[src/rtl/core/lts_pkg.sv]
//------------------------------------------------------------------------------
// lts_pkg
// Shared types and constants for the lidar intercept-time sector watcher.
//------------------------------------------------------------------------------
package lts_pkg;

  localparam int MinW   = 7;
  localparam logic [MinW-1:0] MinStart = 7'd100;
  localparam logic [4:0] SearchStart = 5'd20;

  // register indexes
  localparam logic [1:0] RegCruise = 2'd0;
  localparam logic [1:0] RegSteer  = 2'd1;
  localparam logic [1:0] RegLimit  = 2'd2;
  localparam logic [1:0] RegHold   = 2'd3;

  // manoeuvre modes
  localparam logic [2:0] ModeSearch   = 3'd0;
  localparam logic [2:0] ModeFwd      = 3'd1;
  localparam logic [2:0] ModeRev      = 3'd2;
  localparam logic [2:0] ModeLeft     = 3'd3;
  localparam logic [2:0] ModeRight    = 3'd4;
  localparam logic [2:0] ModeRevLeft  = 3'd5;
  localparam logic [2:0] ModeRevRight = 3'd6;

  // quotient bits: a beam within the limit (below 128 s) has n*2^14/d < 2^7,
  // so eight restoring steps cover every quotient that is kept
  localparam int QBits = 8;

  typedef struct packed {
    logic scan_end;   // run manoeuvre update, reload minima
  } lts_cmd_t;

  typedef struct packed {
    logic busy;
  } lts_status_t;

  function automatic logic [2:0] fallback(input logic [2:0] m, input int k);
    logic [2:0] r;
    r = ModeSearch;
    case (m)
      ModeFwd:      case (k) 0: r = ModeLeft; 1: r = ModeRight; 2: r = ModeRev;
                      3: r = ModeRevLeft; default: r = ModeRevRight; endcase
      ModeRev:      case (k) 0: r = ModeRevLeft; 1: r = ModeRevRight; 2: r = ModeFwd;
                      3: r = ModeLeft; default: r = ModeRight; endcase
      ModeLeft:     case (k) 0: r = ModeFwd; 1: r = ModeRight; 2: r = ModeRev;
                      3: r = ModeRevLeft; default: r = ModeRevRight; endcase
      ModeRight:    case (k) 0: r = ModeFwd; 1: r = ModeLeft; 2: r = ModeRev;
                      3: r = ModeRevLeft; default: r = ModeRevRight; endcase
      ModeRevLeft:  case (k) 0: r = ModeFwd; 1: r = ModeRevRight; 2: r = ModeRev;
                      3: r = ModeLeft; default: r = ModeRight; endcase
      ModeRevRight: case (k) 0: r = ModeFwd; 1: r = ModeRevLeft; 2: r = ModeRev;
                      3: r = ModeLeft; default: r = ModeRight; endcase
      default:      r = ModeSearch;
    endcase
    return r;
  endfunction

endpackage

[src/rtl/core/lts_if.sv]
//------------------------------------------------------------------------------
// lts_beam_if / lts_cmd_if
// Valid/ready channels for beams in and drive commands out.
//------------------------------------------------------------------------------
interface lts_beam_if;
  logic               valid;
  logic               ready;
  logic [10:0]        beam_index;
  logic [15:0]        range_mm;
  logic [15:0]        edge_mm;
  logic signed [15:0] cos_q14;
  logic signed [15:0] speed_mm_s;
  logic               last_beam;
  modport source (output valid, beam_index, range_mm, edge_mm, cos_q14, speed_mm_s,
                  last_beam, input ready);
  modport sink (input valid, beam_index, range_mm, edge_mm, cos_q14, speed_mm_s,
                last_beam, output ready);
endinterface

interface lts_cmd_if;
  logic               valid;
  logic               ready;
  logic signed [15:0] speed_cmd;
  logic signed [9:0]  steer_cmd;
  logic [2:0]         mode;
  logic               braking;
  modport source (output valid, speed_cmd, steer_cmd, mode, braking, input ready);
  modport sink (input valid, speed_cmd, steer_cmd, mode, braking, output ready);
endinterface

[src/rtl/core/lidar_ttc_sector_avoidance_core.sv]
//------------------------------------------------------------------------------
// lidar_ttc_sector_avoidance_core
// Lidar intercept-time sector watcher with a seven-mode avoidance manoeuvre.
//------------------------------------------------------------------------------
// A beam that falls in one of the six sectors and is closing in runs the
// restoring divider before the next beam can be accepted: a setup step for
// the limit check, eight quotient bits, then the minimum update. Any other
// beam skips the divider. The last beam of a scan also passes through the
// manoeuvre update, and its drive command waits in an output register until
// taken; beams keep flowing meanwhile, and only the close of the following
// scan holds until that command is gone.
module lidar_ttc_sector_avoidance_core import lts_pkg::*; #(
  parameter int BEAMS = 1080,
  parameter int FRONT_SECTOR_BEAMS = 15,
  parameter int REAR_SECTOR_BEAMS = 16,
  parameter int WIDE_SECTOR_BEAMS = 76
) (
  input  logic        clk,
  input  logic        rst,
  lts_beam_if.sink    beam,
  lts_cmd_if.source   cmd,
  input  logic        psel,
  input  logic        penable,
  input  logic        pwrite,
  input  logic [3:0]  paddr,
  input  logic [31:0] pwdata,
  output logic [31:0] prdata,
  output logic        pready
);
  logic [14:0] cruise_speed, intercept_limit;
  logic [9:0]  max_steer;
  logic [7:0]  brake_hold_scans;
  logic        load;
  lts_cmd_t    ctl;
  lts_status_t st;

  assign pready = 1'b1;

  lts_cfg u_cfg (.clk, .rst, .psel, .penable, .pwrite, .paddr, .pwdata, .prdata,
    .cruise_speed, .max_steer, .intercept_limit, .brake_hold_scans);

  lts_ctrl u_ctrl (.clk, .rst, .in_valid(beam.valid), .in_ready(beam.ready),
    .in_last(beam.last_beam), .load, .cmd(ctl), .status(st),
    .out_valid(cmd.valid), .out_ready(cmd.ready));

  lts_dp #(.BEAMS(BEAMS), .FRONT_SECTOR_BEAMS(FRONT_SECTOR_BEAMS),
    .REAR_SECTOR_BEAMS(REAR_SECTOR_BEAMS), .WIDE_SECTOR_BEAMS(WIDE_SECTOR_BEAMS)) u_dp (
    .clk, .rst, .load, .beam_index(beam.beam_index), .range_mm(beam.range_mm),
    .edge_mm(beam.edge_mm), .cos_q14(beam.cos_q14), .speed_mm_s(beam.speed_mm_s),
    .cmd(ctl), .status(st), .cruise_speed, .max_steer, .intercept_limit,
    .brake_hold_scans, .speed_cmd(cmd.speed_cmd), .steer_cmd(cmd.steer_cmd),
    .mode(cmd.mode), .braking(cmd.braking));
endmodule

[src/rtl/core/lts_ctrl.sv]
//------------------------------------------------------------------------------
// lts_ctrl
// Sequencer: accept a beam, run the divider, close the scan, hand off result.
//------------------------------------------------------------------------------
module lts_ctrl import lts_pkg::*; (
  input  logic        clk,
  input  logic        rst,
  input  logic        in_valid,
  output logic        in_ready,
  input  logic        in_last,
  output logic        load,
  output lts_cmd_t    cmd,
  input  lts_status_t status,
  output logic        out_valid,
  input  logic        out_ready
);
  localparam logic [1:0] StIdle = 2'd0;
  localparam logic [1:0] StDiv  = 2'd1;
  localparam logic [1:0] StEnd  = 2'd2;

  logic [1:0] state, state_next;
  logic       last_q;
  logic       acc;

  // take a beam whenever idle; a waiting command only holds the next scan close
  assign in_ready = (state == StIdle);
  assign acc      = in_valid && in_ready;
  assign load     = acc;
  assign cmd.scan_end = (state == StEnd);

  always_comb begin
    state_next = state;
    case (state)
      StIdle: if (acc) state_next = StDiv;
      StDiv: if (!status.busy) begin
        if (!last_q) state_next = StIdle;
        else if (!out_valid || out_ready) state_next = StEnd;
      end
      StEnd:  state_next = StIdle;
      default: state_next = StIdle;
    endcase
  end

  always_ff @(posedge clk) begin
    if (rst) begin
      state     <= StIdle;
      out_valid <= 1'b0;
    end else begin
      state <= state_next;
      if (state == StEnd) out_valid <= 1'b1;
      else if (out_ready) out_valid <= 1'b0;
    end
  end

  always_ff @(posedge clk) begin
    if (acc) last_q <= in_last;
  end
endmodule

[src/rtl/core/lts_dp.sv]
//------------------------------------------------------------------------------
// lts_dp
// Datapath: sector decode, serial divider, sector minima, manoeuvre update.
//------------------------------------------------------------------------------
module lts_dp import lts_pkg::*; #(
  parameter int BEAMS = 1080,
  parameter int FRONT_SECTOR_BEAMS = 15,
  parameter int REAR_SECTOR_BEAMS = 16,
  parameter int WIDE_SECTOR_BEAMS = 76
) (
  input  logic               clk,
  input  logic               rst,
  input  logic               load,
  input  logic [10:0]        beam_index,
  input  logic [15:0]        range_mm,
  input  logic [15:0]        edge_mm,
  input  logic signed [15:0] cos_q14,
  input  logic signed [15:0] speed_mm_s,
  input  lts_cmd_t           cmd,
  output lts_status_t        status,
  input  logic [14:0]        cruise_speed,
  input  logic [9:0]         max_steer,
  input  logic [14:0]        intercept_limit,
  input  logic [7:0]         brake_hold_scans,
  output logic signed [15:0] speed_cmd,
  output logic signed [9:0]  steer_cmd,
  output logic [2:0]         mode,
  output logic               braking
);
  localparam int C = BEAMS / 2;

  // sector decode and sign test, registered at load
  logic [11:0] b;
  logic [2:0]  sec;
  logic signed [16:0] diff;
  logic signed [31:0] den;
  logic [15:0] n_abs;
  logic [30:0] d_abs;
  logic        cand_c;

  assign b    = {1'b0, beam_index};
  assign diff = $signed({1'b0, range_mm}) - $signed({1'b0, edge_mm});
  assign den  = speed_mm_s * cos_q14;
  assign n_abs = diff[16] ? 16'(-diff) : diff[15:0];
  assign d_abs = den[31] ? 31'(-den) : den[30:0];

  always_comb begin
    sec = 3'd7;
    if (int'(b) >= C-FRONT_SECTOR_BEAMS+1 && int'(b) <= C) sec = 3'd0;
    else if (int'(b) >= C+1 && int'(b) <= C+FRONT_SECTOR_BEAMS) sec = 3'd1;
    else if (int'(b) >= C-FRONT_SECTOR_BEAMS-WIDE_SECTOR_BEAMS+1 &&
             int'(b) <= C-FRONT_SECTOR_BEAMS) sec = 3'd2;
    else if (int'(b) >= C+FRONT_SECTOR_BEAMS+1 &&
             int'(b) <= C+FRONT_SECTOR_BEAMS+WIDE_SECTOR_BEAMS) sec = 3'd3;
    else if (int'(b) >= 1 && int'(b) <= REAR_SECTOR_BEAMS) sec = 3'd4;
    else if (int'(b) >= BEAMS-REAR_SECTOR_BEAMS+1 && int'(b) <= BEAMS-1) sec = 3'd5;
  end
  assign cand_c = (sec != 3'd7) && (diff != 0) && (den != 0) && (diff[16] == den[31]);

  // restoring divider of n*2^14 by d, one quotient bit a cycle, after a
  // setup step that checks n*2^22 <= L*d and preloads n*2^14 >> QBits
  logic [2:0]  sec_q;
  logic        cand_q;
  logic [15:0] n_q;
  logic [30:0] dq;
  logic [31:0] rem;
  logic [QBits-1:0] quo;
  logic [3:0]  cnt;
  logic        in_limit;
  logic [45:0] lim_prod;
  logic [31:0] rem_try;

  assign lim_prod = {31'd0, intercept_limit} * {15'd0, dq};
  // the low bits of n*2^14 below the preload are all zero
  assign rem_try = {rem[30:0], 1'b0};

  always_ff @(posedge clk) begin
    if (rst) begin
      cnt <= '0;
    end else if (load) begin
      cnt <= cand_c ? 4'(QBits + 1) : 4'd0;
    end else if (cnt != 0) begin
      cnt <= cnt - 4'd1;
    end
  end

  always_ff @(posedge clk) begin
    if (load) begin
      sec_q  <= sec;
      cand_q <= cand_c;
      n_q    <= n_abs;
      dq     <= d_abs;
      rem    <= '0;
      quo    <= '0;
      in_limit <= 1'b0;
    end else if (cnt == 4'(QBits + 1)) begin
      in_limit <= ({8'd0, n_q, 22'd0} <= lim_prod);
      // stays below d whenever the limit holds
      rem <= 32'({n_q, 14'd0}) >> QBits;
    end else if (cnt != 0) begin
      if ({1'b0, rem_try} >= {2'b0, dq}) begin
        rem <= rem_try - {1'b0, dq};
        quo <= {quo[QBits-2:0], 1'b1};
      end else begin
        rem <= rem_try;
        quo <= {quo[QBits-2:0], 1'b0};
      end
    end
  end

  assign status.busy = (cnt != 0);

  // sector minima
  logic [MinW-1:0] smin [6];
  logic upd_done;
  always_ff @(posedge clk) begin
    if (rst) upd_done <= 1'b0;
    else upd_done <= (cnt == 4'd1);
  end

  // manoeuvre state
  logic [2:0] mstate;
  logic       brk;
  logic [7:0] bcnt;
  logic [4:0] sth;
  logic [8:0] fa, wa, ba;
  logic [7:0] wl, wr, bl, br;
  logic [6:0] ok;
  logic       trig;
  logic [2:0] nm;
  logic       found;
  logic [2:0] pick;
  logic       hold;
  logic [8:0] f9;

  function automatic logic [8:0] pavg(input logic [6:0] l, input logic [6:0] r);
    logic [7:0] s;
    s = {1'b0, l} + {1'b0, r};
    return (l >= r) ? {2'b0, s[7:1]} : {2'b0, l};
  endfunction

  assign fa = pavg(smin[0], smin[1]);
  assign wa = pavg(smin[2], smin[3]);
  assign ba = pavg(smin[4], smin[5]);
  assign wl = {1'b0, smin[2]};
  assign wr = {1'b0, smin[3]};
  assign bl = {1'b0, smin[4]};
  assign br = {1'b0, smin[5]};
  assign f9 = {4'd0, sth};

  always_comb begin
    ok[0] = 1'b0;
    ok[1] = ({fa, 2'b0} > 11'd5);
    ok[2] = ({ba, 2'b0} > 11'd5);
    ok[3] = wl > 8'd1;
    ok[4] = wr > 8'd1;
    ok[5] = bl > 8'd1;
    ok[6] = br > 8'd1;
    case (mstate)
      ModeFwd:     trig = {fa, 2'b0} < 11'd5;
      ModeRev:     trig = {ba, 2'b0} < 11'd5;
      ModeLeft:    trig = {wl, 2'b0} < 10'd5;
      ModeRight:   trig = {wr, 2'b0} < 10'd5;
      ModeRevLeft: trig = bl < 8'd1;
      ModeRevRight: trig = br < 8'd1;
      default:     trig = 1'b0;
    endcase
    nm = ModeSearch;
    found = 1'b0;
    for (int k = 4; k >= 0; k--) begin
      if (ok[fallback(mstate, k)]) begin
        nm = fallback(mstate, k);
        found = 1'b1;
      end
    end
    hold = 1'b0;
    pick = ModeSearch;
    if (13'(fa * 10) > 13'(f9)) pick = ModeFwd;
    else if (13'(ba * 10) > 13'(f9)) pick = ModeRev;
    else if (13'(wa * 10) > 13'(f9)) begin
      if (13'(wl * 10) > 13'(f9)) pick = ModeLeft;
      else if (13'(wr * 10) > 13'(f9)) pick = ModeRight;
      else hold = 1'b1;
    end
    else if (13'(bl * 10) >= 13'(f9)) pick = ModeRevLeft;
    else if (13'(br * 10) >= 13'(f9)) pick = ModeRevRight;
  end

  function automatic logic [1:0] fsgn(input logic [2:0] m);
    case (m)
      ModeFwd, ModeLeft, ModeRight: return 2'b01;
      ModeRev, ModeRevLeft, ModeRevRight: return 2'b11;
      default: return 2'b00;
    endcase
  endfunction
  function automatic logic [1:0] tsgn(input logic [2:0] m);
    case (m)
      ModeLeft, ModeRevLeft: return 2'b11;
      ModeRight, ModeRevRight: return 2'b01;
      default: return 2'b00;
    endcase
  endfunction

  logic [1:0] fs, ts;
  logic [1:0] fs_n, ts_n;
  logic [2:0] m_n;
  logic       brk_n;
  logic [7:0] bcnt_n;
  logic [4:0] sth_n;
  logic       out_brk;

  always_comb begin
    fs_n = fs; ts_n = ts; m_n = mstate; brk_n = brk; bcnt_n = bcnt; sth_n = sth;
    out_brk = brk;
    if (brk) begin
      bcnt_n = bcnt + 8'd1;
      if (bcnt_n > brake_hold_scans) begin
        bcnt_n = 8'd0;
        brk_n  = 1'b0;
      end
    end else if (mstate != ModeSearch) begin
      if (trig) begin
        brk_n = 1'b1;
        m_n = nm;
        if (found) begin
          fs_n = fsgn(nm);
          ts_n = tsgn(nm);
        end
      end
    end else if (!hold) begin
      if (pick != ModeSearch) begin
        sth_n = SearchStart;
        m_n = pick;
        fs_n = fsgn(pick);
        ts_n = tsgn(pick);
      end else if (sth >= 5'd3) begin
        sth_n = sth - 5'd2;
      end
    end
  end

  always_ff @(posedge clk) begin
    if (rst) begin
      for (int i = 0; i < 6; i++) smin[i] <= MinStart;
      mstate <= ModeSearch;
      brk <= 1'b0;
      bcnt <= '0;
      sth <= SearchStart;
      fs <= '0;
      ts <= '0;
    end else if (cmd.scan_end) begin
      for (int i = 0; i < 6; i++) smin[i] <= MinStart;
      mstate <= m_n; brk <= brk_n; bcnt <= bcnt_n; sth <= sth_n; fs <= fs_n; ts <= ts_n;
      braking <= out_brk;
      mode    <= m_n;
      if (out_brk) begin
        speed_cmd <= '0;
        steer_cmd <= '0;
      end else begin
        speed_cmd <= fs_n == 2'b01 ? $signed({1'b0, cruise_speed}) :
                     fs_n == 2'b11 ? -$signed({1'b0, cruise_speed}) : '0;
        steer_cmd <= ts_n == 2'b01 ? $signed({1'b0, max_steer[9:1]}) :
                     ts_n == 2'b11 ? -$signed({1'b0, max_steer[9:1]}) : '0;
      end
    end else if (upd_done && cand_q && in_limit) begin
      if ({1'b0, quo} < {2'b0, smin[sec_q]}) smin[sec_q] <= quo[MinW-1:0];
    end
  end
endmodule

[src/rtl/core/lts_cfg.sv]
//------------------------------------------------------------------------------
// lts_cfg
// APB register file for the four configuration registers.
//------------------------------------------------------------------------------
module lts_cfg import lts_pkg::*; (
  input  logic        clk,
  input  logic        rst,
  input  logic        psel,
  input  logic        penable,
  input  logic        pwrite,
  input  logic [3:0]  paddr,
  input  logic [31:0] pwdata,
  output logic [31:0] prdata,
  output logic [14:0] cruise_speed,
  output logic [9:0]  max_steer,
  output logic [14:0] intercept_limit,
  output logic [7:0]  brake_hold_scans
);
  logic [1:0] idx;
  assign idx = paddr[3:2];
  always_ff @(posedge clk) begin
    if (rst) begin
      cruise_speed <= 15'd2000;
      max_steer <= 10'd419;
      intercept_limit <= 15'd512;
      brake_hold_scans <= 8'd50;
    end else if (psel && penable && pwrite) begin
      case (idx)
        RegCruise: cruise_speed <= pwdata[14:0];
        RegSteer:  max_steer <= pwdata[9:0];
        RegLimit:  intercept_limit <= pwdata[14:0];
        RegHold:   brake_hold_scans <= pwdata[7:0];
        default: ;
      endcase
    end
  end
  always_comb begin
    case (idx)
      RegCruise: prdata = {17'd0, cruise_speed};
      RegSteer:  prdata = {22'd0, max_steer};
      RegLimit:  prdata = {17'd0, intercept_limit};
      RegHold:   prdata = {24'd0, brake_hold_scans};
      default:   prdata = '0;
    endcase
  end
endmodule

[src/flat_wrapper.sv]
// flat-port wrapper written by rule: the top's interface ports become plain ports
module lidar_ttc_sector_avoidance_core_flat import lts_pkg::*;
#(
  parameter int BEAMS = 1080,
  parameter int FRONT_SECTOR_BEAMS = 15,
  parameter int REAR_SECTOR_BEAMS = 16,
  parameter int WIDE_SECTOR_BEAMS = 76
)
  (clk, rst, psel, penable, pwrite, paddr, pwdata, prdata, pready, beam_valid, beam_beam_index, beam_range_mm, beam_edge_mm, beam_cos_q14, beam_speed_mm_s, beam_last_beam, beam_ready, cmd_valid, cmd_speed_cmd, cmd_steer_cmd, cmd_mode, cmd_braking, cmd_ready);
  lts_beam_if beam_i ();
  lts_cmd_if cmd_i ();
  input  logic clk;
  input  logic rst;
  input  logic psel;
  input  logic penable;
  input  logic pwrite;
  input  logic [3:0] paddr;
  input  logic [31:0] pwdata;
  output logic [31:0] prdata;
  output logic pready;
  input wire logic [$bits(beam_i.valid)-1:0] beam_valid;
  input wire logic [$bits(beam_i.beam_index)-1:0] beam_beam_index;
  input wire logic [$bits(beam_i.range_mm)-1:0] beam_range_mm;
  input wire logic [$bits(beam_i.edge_mm)-1:0] beam_edge_mm;
  input wire logic [$bits(beam_i.cos_q14)-1:0] beam_cos_q14;
  input wire logic [$bits(beam_i.speed_mm_s)-1:0] beam_speed_mm_s;
  input wire logic [$bits(beam_i.last_beam)-1:0] beam_last_beam;
  output wire logic [$bits(beam_i.ready)-1:0] beam_ready;
  output wire logic [$bits(cmd_i.valid)-1:0] cmd_valid;
  output wire logic [$bits(cmd_i.speed_cmd)-1:0] cmd_speed_cmd;
  output wire logic [$bits(cmd_i.steer_cmd)-1:0] cmd_steer_cmd;
  output wire logic [$bits(cmd_i.mode)-1:0] cmd_mode;
  output wire logic [$bits(cmd_i.braking)-1:0] cmd_braking;
  input wire logic [$bits(cmd_i.ready)-1:0] cmd_ready;
  assign beam_i.valid = beam_valid;
  assign beam_i.beam_index = beam_beam_index;
  assign beam_i.range_mm = beam_range_mm;
  assign beam_i.edge_mm = beam_edge_mm;
  assign beam_i.cos_q14 = beam_cos_q14;
  assign beam_i.speed_mm_s = beam_speed_mm_s;
  assign beam_i.last_beam = beam_last_beam;
  assign beam_ready = beam_i.ready;
  assign cmd_valid = cmd_i.valid;
  assign cmd_speed_cmd = cmd_i.speed_cmd;
  assign cmd_steer_cmd = cmd_i.steer_cmd;
  assign cmd_mode = cmd_i.mode;
  assign cmd_braking = cmd_i.braking;
  assign cmd_i.ready = cmd_ready;
  lidar_ttc_sector_avoidance_core #(.BEAMS(BEAMS), .FRONT_SECTOR_BEAMS(FRONT_SECTOR_BEAMS), .REAR_SECTOR_BEAMS(REAR_SECTOR_BEAMS), .WIDE_SECTOR_BEAMS(WIDE_SECTOR_BEAMS)) u_core (.clk(clk), .rst(rst), .beam(beam_i), .cmd(cmd_i), .psel(psel), .penable(penable), .pwrite(pwrite), .paddr(paddr), .pwdata(pwdata), .prdata(prdata), .pready(pready));
endmodule
[config.mk]
export PLATFORM = sky130hd
export DESIGN_NAME = lidar_ttc_sector_avoidance_core_flat
export DESIGN_NICKNAME = d
export VERILOG_FILES = /design/src/rtl/core/lts_pkg.sv /design/src/rtl/core/lts_if.sv /design/src/rtl/core/lidar_ttc_sector_avoidance_core.sv /design/src/rtl/core/lts_ctrl.sv /design/src/rtl/core/lts_dp.sv /design/src/rtl/core/lts_cfg.sv /design/src/flat_wrapper.sv
export SDC_FILE = /design/constraint.sdc
export NUM_CORES = 2
export LEC_CHECK = 0
export BUFFER_PORTS_ARGS = -buffer_cell sky130_fd_sc_hd__buf_4
export CAP_MARGIN = 0
export CORE_MARGIN = 5
export CORE_UTILIZATION = 55
export DETAILED_ROUTE_END_ITERATION = 7
export HOLD_SLACK_MARGIN = 0.12
export PLACE_DENSITY = 0.75
export REMOVE_ABC_BUFFERS = 1
export SLEW_MARGIN = 15
export SYNTH_ARGS = -nofsm -noshare
export SYNTH_HDL_FRONTEND = slang
export SYNTH_HIERARCHICAL = 1
export SYNTH_SLANG_ARGS = --single-unit
export TNS_END_PERCENT = 50
[constraint.sdc]
create_clock -name clk -period 7.2 [get_ports clk]
set_clock_uncertainty 0.2 [all_clocks]
set_input_delay 0.36 -clock clk [delete_from_list [all_inputs] [get_ports clk]]
set_output_delay 0.36 -clock clk [all_outputs]
set_load 0.02 [all_outputs]
==> impl_metrics.json <==
{
  "drc": 0,
  "dpl.hpwl_mm": 99.77,
  "start_util_pct": 55.61,
  "rsz0062_at_grt": "true",
  "synth_area_leaders": "fa_1 (29%), ha_1 (12%), edfxtp_1 (9.2%), inv_1 (6.5%), and2_1 (6.4%)",
  "hp-start": "beam_edge_mm[0]",
  "max_slew_margin_pct": 18.11,
  "layout-drive-gt1-share_pct": 17.27,
  "cts_tree": "done",
  "fmax_ghz": 0.1168,
  "wl_mm": 125.8,
  "maxCapViolCount": 0,
  "whs_ns": 0.1354,
  "ys_seq_area_share_pct": 14.52,
  "violations": "setup timing",
  "cp-end-kind": "register",
  "layout_commonest_cell": "inv_1",
  "firstDrtPassIters": 6,
  "synth_async_sr_flop_share_pct": 0,
  "viasPerCell": 5.731,
  "synth_top_family_by_area": "adder cells",
  "grt.total_usage_pct": 28.72,
  "final.setup.worst_slack_ns": -1.364,
  "finalCritPeriodShare_pct": 118.9,
  "syn_area_per_cell_um2": 9.047,
  "clock_path_buffers": 3,
  "fillers": 6201,
  "reg2reg_depth": 37,
  "worst_path_most_repeated_cell": "buf_4",
  "slew_viol_final": 0,
  "htreeDepth": 1,
  "synth_fa_ha_area_share_pct": 40.55,
  "crit_slowest_cell": "fa_1",
  "mostFrequentLayoutCells": "inv_1 (761), fa_1 (628), buf_4 (616)",
  "antenna_found_initial": 0,
  "overflow": 0,
  "clkSlewWorstSetupHoldPaths_ns": 0.07,
  "grt_max_degree": 99,
  "drt_iter0_markers": 3085,
  "reg2reg_slack_ns": -1.36,
  "drtAntennaViolNets": 0,
  "fin_nets": 6686,
  "mappedNetlistArea_mm2": 0.04494,
  "hold_depth": 3,
  "period_minus_slack_ns": 8.564,
  "tightestPinTransition_ns": 1.223,
  "r2r-end": "u_core/u_dp/in_limit$_SDFFE_PP0P_",
  "synth_compound_area_share_pct": 11.14,
  "finalHoldViolCount": 0,
  "cts.sinks": 257,
  "grt_pass1_vias": 39570,
  "place_congestion": 0.9619,
  "root_buffer": "clkbuf_16",
  "dieArea_mm2": 0.08752,
  "worstPathMaxFanout": 9,
  "synthMuxAreaShare_pct": 3.327,
  "area.growth.synth_to_final_pct": 17.80,
  "wl_per_cell_um": 19.11,
  "rows": 104,
  "start_kind": "register",
  "yosysTopAreaCellShare_pct": 28.91,
  "synthCells": 4967,
  "startpoint": "u_core/u_dp/dq[10]$_DFFE_PP_",
  "yosysWarningCount": 6,
  "num_antenna_cells": 0,
  "critPathArrivalTime_ns": 8.86,
  "synth_largest_area_cell": "fa_1",
  "die_h_um": 295.8,
  "pin_count": 184,
  "portBuffers": 146,
  "cts_buffers": 30,
  "clk_latency_ns": 0.60,
  "fp.dieW_um": 295.8,
  "hold_path_class": "in2reg",
  "slowest_delay_ns": 0.57,
  "num_vias": 37730,
  "synth_cell_types": 103,
  "ys_ff_latch": 257,
  "setup_violations": 1,
  "synth-main-ff-cell": "edfxtp_1",
  "grt_pass1_wl_mm": 204.8,
  "coreArea_mm2": 0.08081,
  "hold_end": "u_core/u_dp/n_q[0]$_DFFE_PP_",
  "synth_simple_gate_area_share_pct": 18.59,
  "critical_path_required_ns": 7.49,
  "timing.rr.start": "u_core/u_dp/dq[10]$_DFFE_PP_",
  "path_class": "reg2reg",
  "status": "finished with violations",
  "synth_enable_flop_cells": 138,
  "synth-xor-area-share_pct": 3.294
}
==> registers in the layout (all words and copies together), names as in the netlist, 2 cells and up, named ones only <==
name and flops:
u_core/u_dp/n_q 16, u_core/u_dp/quo 8, u_core/u_dp/bcnt 8, u_core/u_dp/sth 4, u_core/u_dp/speed_cmd 16, u_core/u_dp/rem 31
u_core/u_dp/sec_q 3, u_core/u_dp/steer_cmd 10, u_core/u_dp/ts 2, u_core/u_dp/fs 2, u_core/u_cfg/intercept_limit 15, u_core/u_dp/mode 3
u_core/u_dp/smin 56, u_core/u_cfg/brake_hold_scans 8, u_core/u_dp/dq 31, u_core/u_dp/mstate 3, u_core/u_dp/cnt 4, u_core/u_ctrl/state 2
u_core/u_cfg/cruise_speed 15, u_core/u_cfg/max_steer 10
==> synth_stat cells (15+ instances only) <==
master and instances:
nand3_1 56, a21o_1 70, xnor2_1 115, nand2b_1 107
and2_1 457, nor2_1 202, fa_1 649, nand2_1 470
xor2_1 54, nor3b_1 23, and3_1 23, nand3b_1 16
mux2i_1 86, nor3_1 58, o211ai_1 15, nand4_1 22
ha_1 418, a2111oi_0 15, dfxtp_1 119, nor4_1 37
clkbuf_1 169, nor2b_1 32, o21bai_1 19, o21a_1 28
o21ai_0 155, or3_1 26, inv_1 781, buf_2 17
edfxtp_1 138, buf_4 19, a31oi_1 17, mux4_2 21
o31ai_1 21, a211oi_1 34, a22oi_1 15, a21oi_1 228
==> how the worst max path moves through the flow <==
stage,slack [ns],depth (start not counted),to
6_report,-1.36,37,u_core/u_dp/in_limit$_SDFFE_PP0P_
3_5_place_dp,-1.46,33,u_core/u_dp/in_limit$_SDFFE_PP0P_
5_1_grt,-1.55,38,u_core/u_dp/in_limit$_SDFFE_PP0P_
4_1_cts,-1.09,36,u_core/u_dp/in_limit$_SDFFE_PP0P_
2_1_floorplan,-0.88,32,u_core/u_dp/in_limit$_SDFFE_PP0P_
3_3_place_gp,-1.24,33,u_core/u_dp/in_limit$_SDFFE_PP0P_
==> critical path: cells and delay by family, from the launching register on <==
| kind | cells | cell delay [ns] |
|---|---|---|
| AO/OA/AOI/OAI | 5 | 0.93 |
| adder cells (fa/ha/maj) | 7 | 3.42 |
| AND/OR/NAND/NOR | 4 | 0.85 |
| XOR/XNOR | 1 | 0.17 |
| buffers and inverters | 20 | 2.50 |
| flip-flops | 1 | 0.41 |
==> layout make-up <==
class	count	area (µm²)	share of cell area, %
clock buffer	39	854.6	1.614
clock inverter	17	182.7	0.3451
inverter	781	2932	5.538
multi-input combinational	3732	35380	66.84
sequential	257	6536	12.35
tap	1060	1326	2.505
timing repair buffer	698	5720	10.81
==> cell families after synthesis <==
kind of cell / count (synthesis)
AOI/OAI and AO/OA: 761
xor gates and xnor gates: 169
adders and majority gates: 1067
buffers and inverters: 994
DFF: 257
muxes: 120
other: 2
and+or+nand+nor: 1597
==> what timing repair did <==
| item | CTS | global route |
|---|---|---|
| gates resized for setup | 148 | 77 |
| pin swaps | 145 | 81 |
| setup buffers | 78 | 24 |
| hold buffers | 21 | 0 |
| cloned | 2 | 0 |
| endpoints found under the setup margin | 1 | 9 |
| endpoints found under the hold margin | 51 | 0 |
==> routing by layer <==
layer / vias to the layer above / global-route usage [%] / part of all wire (%) / routed length [µm]
li1: 17310 / - / - / -
met1: 18480 / 38.85 / 41 / 51260
met2: 1635 / 47.99 / 47 / 59180
met3: 311 / 5.302 / 8.8 / 11110
met4: 0 / 7.834 / 3.4 / 4254
met5: - / 0 / 0 / 0
==> through the flow <==
stage / setup slack [ns] / cell area (µm²) / TNS, ns / utilization (%) / cells
6_report: -1.364 / 52940 / -1.364 / 65.51 / 6584
3_5_place_dp: -1.463 / 49980 / -7.065 / 61.85 / 6404
4_1_cts: -1.094 / 52450 / -1.094 / 64.91 / 6561
2_1_floorplan: -0.8841 / 44080 / -2.807 / - / 4770
5_1_grt: -1.546 / 52940 / -1.633 / 65.51 / 6584
3_3_place_gp: -1.236 / 49980 / -5.823 / 61.85 / 6404
Power is not shown: default switching activity piles up to over one toggle a cycle in this logic, so the estimate is an artifact.
